[src/rtl/spq_pkg.sv]
// ============================================================================
// spq_pkg
// Shared types and codes for the sorted priority queue: command and result
// beats, queue entries, the cell control broadcast and the cell link.
// ============================================================================
package spq_pkg;

    localparam int PRIO_W = 32;
    localparam int PAY_W  = 16;
    localparam int OCC_W  = 7;

    // operation codes
    localparam logic [2:0] MODE_INS_AFTER  = 3'd0;
    localparam logic [2:0] MODE_INS_BEFORE = 3'd1;
    localparam logic [2:0] MODE_POP_HEAD   = 3'd2;
    localparam logic [2:0] MODE_POP_TAIL   = 3'd3;
    localparam logic [2:0] MODE_FIND       = 3'd4;
    localparam logic [2:0] MODE_REMOVE     = 3'd5;

    // status codes
    localparam logic [1:0] STAT_OK      = 2'd0;
    localparam logic [1:0] STAT_EMPTY   = 2'd1;
    localparam logic [1:0] STAT_FULL    = 2'd2;
    localparam logic [1:0] STAT_MISSING = 2'd3;

    typedef struct packed {
        logic [2:0]        mode;
        logic [PRIO_W-1:0] priority_req;
        logic [PAY_W-1:0]  payload;
    } spq_cmd_t;

    typedef struct packed {
        logic [1:0]        status;
        logic [PAY_W-1:0]  out_payload;
        logic [PRIO_W-1:0] out_priority;
        logic [OCC_W-1:0]  occupancy;
    } spq_result_t;

    typedef struct packed {
        logic [PRIO_W-1:0] prio;
        logic [PAY_W-1:0]  payload;
    } spq_entry_t;

    // broadcast from the controller to every cell
    typedef struct packed {
        logic [2:0]        mode;
        logic [PRIO_W-1:0] key;
        logic [PAY_W-1:0]  tag;
        logic              do_insert;
        logic              ins_after;
        logic              do_pop_head;
        logic              do_remove;
    } spq_ctrl_t;

    // what one cell hands to its right neighbor
    typedef struct packed {
        spq_entry_t entry;
        logic       ge;
        logic       eq;
    } spq_link_t;

endpackage

[src/rtl/spq_cell.sv]
// ============================================================================
// spq_cell
// One queue slot. Compares its entry against the broadcast key/tag and
// shifts toward the tail on insert or toward the head on pop/remove.
// ============================================================================
module spq_cell #(
    parameter int IDX   = 0,
    parameter int CNT_W = 7
) (
    input  logic                clk,
    input  spq_pkg::spq_ctrl_t  ctrl,
    input  logic [CNT_W-1:0]    count,
    input  spq_pkg::spq_link_t  left,
    input  spq_pkg::spq_entry_t right_entry,
    input  logic                pre_match,
    output spq_pkg::spq_link_t  link,
    output logic                match,
    output logic                sel,
    output spq_pkg::spq_entry_t sel_entry
);
    import spq_pkg::*;

    spq_entry_t entry_reg;
    spq_entry_t entry_next;
    spq_entry_t new_entry;
    logic       valid;
    logic       last;

    assign valid     = count > CNT_W'(IDX);
    assign last      = count == CNT_W'(IDX + 1);
    assign new_entry = '{prio: ctrl.key, payload: ctrl.tag};

    // local compares; empty slots sort as +infinity
    always_comb
    begin
        link.entry = entry_reg;
        link.eq    = valid && (entry_reg.prio == ctrl.key);
        if (ctrl.ins_after)
            link.ge = !valid || (entry_reg.prio > ctrl.key);
        else
            link.ge = !valid || (entry_reg.prio >= ctrl.key);
        match = valid && (entry_reg.payload == ctrl.tag);
    end

    // read select for pop head, pop tail and find
    always_comb
    begin
        case (ctrl.mode)
            MODE_POP_HEAD: sel = valid && (IDX == 0);
            MODE_POP_TAIL: sel = last;
            MODE_FIND:     sel = link.eq && !left.eq;
            default:       sel = 1'b0;
        endcase
        sel_entry = sel ? entry_reg : '0;
    end

    // shift control
    always_comb
    begin
        entry_next = entry_reg;
        if (ctrl.do_insert)
        begin
            if (left.ge)
                entry_next = left.entry;
            else if (link.ge)
                entry_next = new_entry;
        end
        else if (ctrl.do_pop_head || (ctrl.do_remove && pre_match))
        begin
            entry_next = right_entry;
        end
    end

    always_ff @(posedge clk)
    begin
        entry_reg <= entry_next;
    end

endmodule

[config.mk]
export PLATFORM = sky130hd
export DESIGN_NAME = spq_cell
export DESIGN_NICKNAME = d
export VERILOG_FILES = /design/src/rtl/spq_pkg.sv /design/src/rtl/spq_cell.sv
export SDC_FILE = /design/constraint.sdc
export NUM_CORES = 1
export LEC_CHECK = 0
export ABC_AREA = 0
export BUFFER_PORTS_ARGS = -buffer_cell sky130_fd_sc_hd__clkbuf_2
export CAP_MARGIN = 20
export CORE_AREA = 2 2 101 103
export DETAILED_ROUTE_END_ITERATION = 8
export DIE_AREA = 0 0 103 105
export HOLD_SLACK_MARGIN = 0.1
export PLACE_DENSITY = 0.75
export SKIP_LAST_GASP = 1
export SLEW_MARGIN = 15
export SYNTH_ARGS = -nofsm -noshare
export SYNTH_HDL_FRONTEND = slang
export SYNTH_SLANG_ARGS = --single-unit
[constraint.sdc]
create_clock -name clk -period 9.2 [get_ports clk]
set_clock_uncertainty 0.15 [all_clocks]
set_input_delay 1.84 -clock clk [delete_from_list [all_inputs] [get_ports clk]]
set_output_delay 1.84 -clock clk [all_outputs]
set_load 0.1 [all_outputs]
==> results of run 1 <==
## per-stage QoR
| step | hold slack (ns) | std cells | setup WS (ns) | power (W) |
|---|---|---|---|---|
| final | 1.42 | 798 | 2.46 | 0.000878 |
| after floorplan | 1.92 | 415 | 1.93 | 0.000636 |
| after CTS | 1.44 | 798 | 2.43 | 0.000886 |
| after global routing | 1.50 | 798 | 2.22 | 0.000919 |
| after detailed placement | 1.41 | 790 | 2.44 | 0.000737 |
| after global placement | 1.39 | 790 | 2.56 | 0.000730 |
## where the power goes
part / total [W] / internal (W) / switching, W
Clock: 0.000148 / 0.0000793 / 0.0000691
Combinational: 0.000434 / 0.0000954 / 0.000339
Sequential: 0.000296 / 0.000274 / 0.0000215
Total: 0.000878 / 0.000449 / 0.000429
## area by class of cell
| cell class | count | area, µm² | share of cell area, % |
|---|---|---|---|
| clock buffer | 5 | 68.8 | 1.27 |
| clock inverter | 3 | 37.5 | 0.695 |
| inverter | 34 | 128 | 2.36 |
| multi-input combinational | 311 | 2230 | 41.3 |
| sequential | 48 | 1440 | 26.7 |
| tap | 133 | 166 | 3.08 |
| timing repair buffer | 264 | 1330 | 24.6 |
## tightest hold or removal path, stage by stage (launching register included)
cell	delay, ns
edfxtp_1	0.38
ha_1	0.25
nand4_1	0.12
nor4_4	0.06
o31ai_1	0.13
a21oi_4	0.06
buf_4	0.32
## worst min-delay path by stage
| stage | from | end | slack (ns) | cells after the start |
|---|---|---|---|---|
| global route | link[36] | link[15] | 1.50 | 6 |
| global placement | link[36] | link[33] | 1.39 | 6 |
| CTS | link[36] | link[33] | 1.44 | 6 |
| floorplan | right_entry[8] | link[10] | 1.92 | 2 |
| detailed placement | link[36] | link[33] | 1.41 | 6 |
| finish | link[36] | link[33] | 1.42 | 6 |
## cells in the final DEF (no fill, tap or decap), drive strengths merged
cell type	count
a22oi	1
and3b	1
nor4	7
o211ai	1
nand2b	1
and4b	2
a211o	2
mux2i	48
nand3	3
edfxtp	48
a221o	1
a211oi	1
inv	34
nand4	9
nor3	1
nor4b	1
nor2	54
o31ai	1
a31oi	1
clkinv	2
nand2	7
clkbuf	264
o41ai	1
ha	32
nor2b	1
a21oi	62
and4	1
a21boi	1
xor2	16
o21ai	4
and2	48
a2111oi	1
bufinv	1
a21o	2
buf	5
## metal layers
metal	vias to the layer above	share of wire, %	wire length, µm
met5	-	0	0
met4	0	1.8	209
met3	16	6.7	781
met2	171	52	6070
met1	1775	40	4650
li1	1970	-	-
## cell families (layout without fill, tap and decap cells)
group	Yosys count	in the layout	synth area share (%)
xor+xnor	16	16	3.61
mux	48	48	12.4
buf+inv	56	306	5.90
flops	48	48	37.1
fa+ha+maj	32	32	10.3
simple gates	136	136	19.3
compound gates	79	79	11.3
==> impl_metrics.yaml, run 1 <==
floorplanning:
  initial_core_util_pct: 40.3
  die-area_um2: 10800
  die_h_um: 105
  rows: 36
  die_x_um: 103
  core_um2: 9640
  io_pins: 262
global_route:
  grt.overflow.total: 0
  grt_pass1_wl_um: 17500
  antenna_found_initial: 0
  grt_pass1_vias: 3793
  gr-usage-met2_pct: 39.2
  grt_use_met3_pct: 3.61
  track_usage_pct: 20.5
  busiest_layer: "met2"
  grt_max_degree: 78
  grtUsageMet1_pct: 22.3
synth:
  synth_area_leaders: "edfxtp_1 (37%), mux2i_1 (12%), ha_1 (10%), a21oi_1 (7.9%), and2_1 (7.7%)"
  syn_avg_cell_area_um2: 9.35
  yosys.area.top_type_share_pct: 37.1
  ys.warnings.count: 0
  yosysSeqAreaShare_pct: 37.1
  synth_top_area_cell: "edfxtp_1"
  ys_ff_latch: 48
  syn-num-nets: 609
  synth-async-reset-ratio_pct: 0
  ys.flop_type: "edfxtp_1"
  synth.most_common_cell: "a21oi_1"
  netlist-cell-type-count: 40
  syn_inst: 415
  synth_common_cells: "a21oi_1 (61), nor2_1 (54), and2_1 (48), edfxtp_1 (48), mux2i_1 (48)"
  synth-edff-count: 48
  netlist_area_um2: 3880
final_layout:
  antenna_cells: 0
  syn2layout_area_growth_pct: 39.1
  drive_gt1_share_pct: 41.5
  fin_area_um2: 5400
  fin_util_pct: 56.0
  fillCellCount: 910
  fin_nets: 858
  largest_reg_flops: 48
critical_path:
  r2r_slack_ns: 6.19
  startpoint_type: "input port"
  worstReg2RegEnd: "link[48]"
  path_buf_inv: 3
  reg2reg_depth: 7
  cp-startpoint: "ctrl[47]"
  path_delay_family: "simple AND/OR/NAND/NOR gates"
  r2r_start: "link[45]"
  crit_path_end_kind: "output port"
  crit_end: "sel_entry[47]"
  crit_cells: 9
  critPathMaxStageDelay_ns: 0.86
  critPathKind: "input port to output port"
  cp_slowest_cell: "a21oi_4"
  crit_required_ns: 7.21
  arrival_ns: 4.75
  worstPathCellList: "clkbuf_2 > inv_1 > ha_1 > nand4_1 > nor4_4 > nand4_1 > a21oi_4 > and2_1 > clkbuf_2"
  crit_fanout: 49
clocking:
  htreeDepth: 2
  numCtsBuffers: 5
  clk_latency_ns: 0.29
  cts_root_buf: "clkbuf_8"
  hold_buffers: 0
  post_cts_buffers: 0
  postCtsResizedCells: 0
  clk_pin_slew_ns: 0.08
  cts_sinks: 48
  cts_tree: "built"
  cts_max_path_buffers: 2
sta:
  period_share_pct: 73.3
  hold_violations: 0
  setup_violations: 0
  slew_headroom_pct: 29.7
  tns_ns: 0
  tightest_slew_ns: 1.05
  rsz0062_at_grt: "false"
  slew_violations: 0
  fmax_mhz: 148
  period_minus_slack_ns: 6.74
route:
  wl_per_cell_um: 14.7
  dr.pass1.iters: 4
  drt-total-wl_um: 11700
  drc_errors: 0
  num_vias: 3932
  drtAntennaViolNets: 0
  drt_first_iter_violations: 79
  routed_via_density: 4.93
pwr:
  p_leak_nw: 2.88
  peakVddDrop_v: 0.0000811
  p_per_area_nw_per_um2: 163
job:
  drv_cap: 0
place:
  dp_hpwl_um: 9500
  place_area_um2: 5290
  port_buffers: 261
  gp_congestion: 0.892
run_status:
  status: "finished, final reports clean"
min_path:
  hold_class: "register to register"
(Power assumes the default switching activity.)
==> inputs of run 2 (changes only) <==
Clock period 9.2 ns to 6.5 ns, I/O delays scaled along.
==> impl_metrics.yaml, run 2 (synthesis results as in run 1) <==
final_layout:
  final_cell_mix: "clkbuf_2 (259), a21oi_1 (60), nor2_1 (54)"
  fin_nets: 859
  drive_gt1_share_pct: 41.9
  syn2layout_area_growth_pct: 39.5
  final_common_cell: "clkbuf_2"
  stdcell_count: 799
  fin_util_pct: 56.1
  largest_reg_flops: 48
  antenna_cells: 0
place:
  port_buffers: 261
  placed_cells: 791
  gp_congestion: 0.899
  dp_hpwl_um: 9820
route:
  dr.pass1.iters: 4
  drt_first_iter_violations: 95
  drc_errors: 0
  route.met3.wl_um: 797
  wl_per_cell_um: 14.9
  dr_wl_met2_um: 6200
  drtAntennaViolNets: 0
  drt-total-wl_um: 11900
  drt-met1-wl_um: 4800
  routed_via_density: 4.90
  top_layer_used: "met4"
  num_vias: 3914
clocking:
  clk_latency_ns: 0.30
  clk_pin_slew_ns: 0.09
  cts_tree: "built"
  post_cts_buffers: 0
  cts_sinks: 48
  htreeDepth: 2
  cts_root_buf: "clkbuf_8"
  cts_max_path_buffers: 2
  numCtsBuffers: 5
  postCtsResizedCells: 0
  hold_buffers: 0
global_route:
  antenna_found_initial: 0
  track_usage_pct: 21.2
  grt_pass1_vias: 3896
  grt_pass1_wl_um: 18100
  grt_max_degree: 57
  grt.overflow.total: 0
floorplanning:
  core_um2: 9640
  die_x_um: 103
  rows: 36
  initial_core_util_pct: 40.3
  io_pins: 262
  die-area_um2: 10800
  die_h_um: 105
sta:
  rsz0062_at_grt: "false"
  period_share_pct: 85.0
  setup_violations: 0
  period_minus_slack_ns: 5.52
  hold_violations: 0
  slew_violations: 0
  tns_ns: 0
  slew_headroom_pct: 43.3
  tightest_slew_ns: 0.849
  fmax_mhz: 181
pwr:
  peakVddDrop_v: 0.000102
  total_power_w: 0.00125
  p_per_area_nw_per_um2: 231
  p_leak_nw: 2.89
critical_path:
  crit_path_end_kind: "output port"
  critPathKind: "input port to output port"
  arrival_ns: 4.07
  crit_required_ns: 5.05
  startpoint_type: "input port"
  crit_fanout: 27
min_path:
  hold_class: "input port to register"
job:
  drv_cap: 0
run_status:
  status: "finished, final reports clean"
[run 2: metrics by stage]
step / setup slack [ns] / instance area, µm² / hold slack (ns)
after global routing: 0.737 / 5410 / 1.16
after detailed placement: 0.966 / 5300 / 1.25
after global placement: 1.10 / 5300 / 1.18
final: 0.977 / 5410 / 1.17
after floorplan: 0.308 / 3880 / 1.38
after CTS: 0.959 / 5410 / 1.16
[run 2: final cells by class]
type | count | area (µm²)
Clock buffer | 5 | 68.8
Clock inverter | 3 | 42.5
Fill cell | 927 | 4230
Inverter | 34 | 128
Multi-Input combinational cell | 311 | 2230
Sequential cell | 48 | 1440
Tap cell | 133 | 166
Timing Repair Buffer | 265 | 1340
[run 2: report_power, final]
group | internal [W] | switching [W] | total, W
clock | 0.000114 | 0.000103 | 0.000217
combinational | 0.000135 | 0.000481 | 0.000617
sequential | 0.000388 | 0.0000310 | 0.000419
total | 0.000637 | 0.000615 | 0.00125
[run 2: worst max-delay path: stages]
cell and delay, ns:
clkbuf_2 0.09, inv_1 0.04, ha_1 0.31, nand4_1 0.23, nor4_4 0.40, nand4_1 0.20, a21oi_4 0.49, buf_4 0.35
and2_1 0.17, clkbuf_2 0.45
[run 2: final timing paths]
path	startpoint	end	slack (ns)	depth (start not counted)
setup reg to reg	link[45]	link[46]	3.09	7
hold / removal	right_entry[41]	link[43]	1.17	3
setup / recovery	ctrl[47]	sel_entry[5]	0.98	10
hold reg to reg	link[36]	link[29]	1.25	5
[run 2: metal layers]
metal / global-route usage (%) / up-vias
li1: - / 1968
met1: 23.4 / 1765
met2: 40.8 / 165
met3: 3.81 / 16
met4: 4.89 / 0
met5: 0 / -
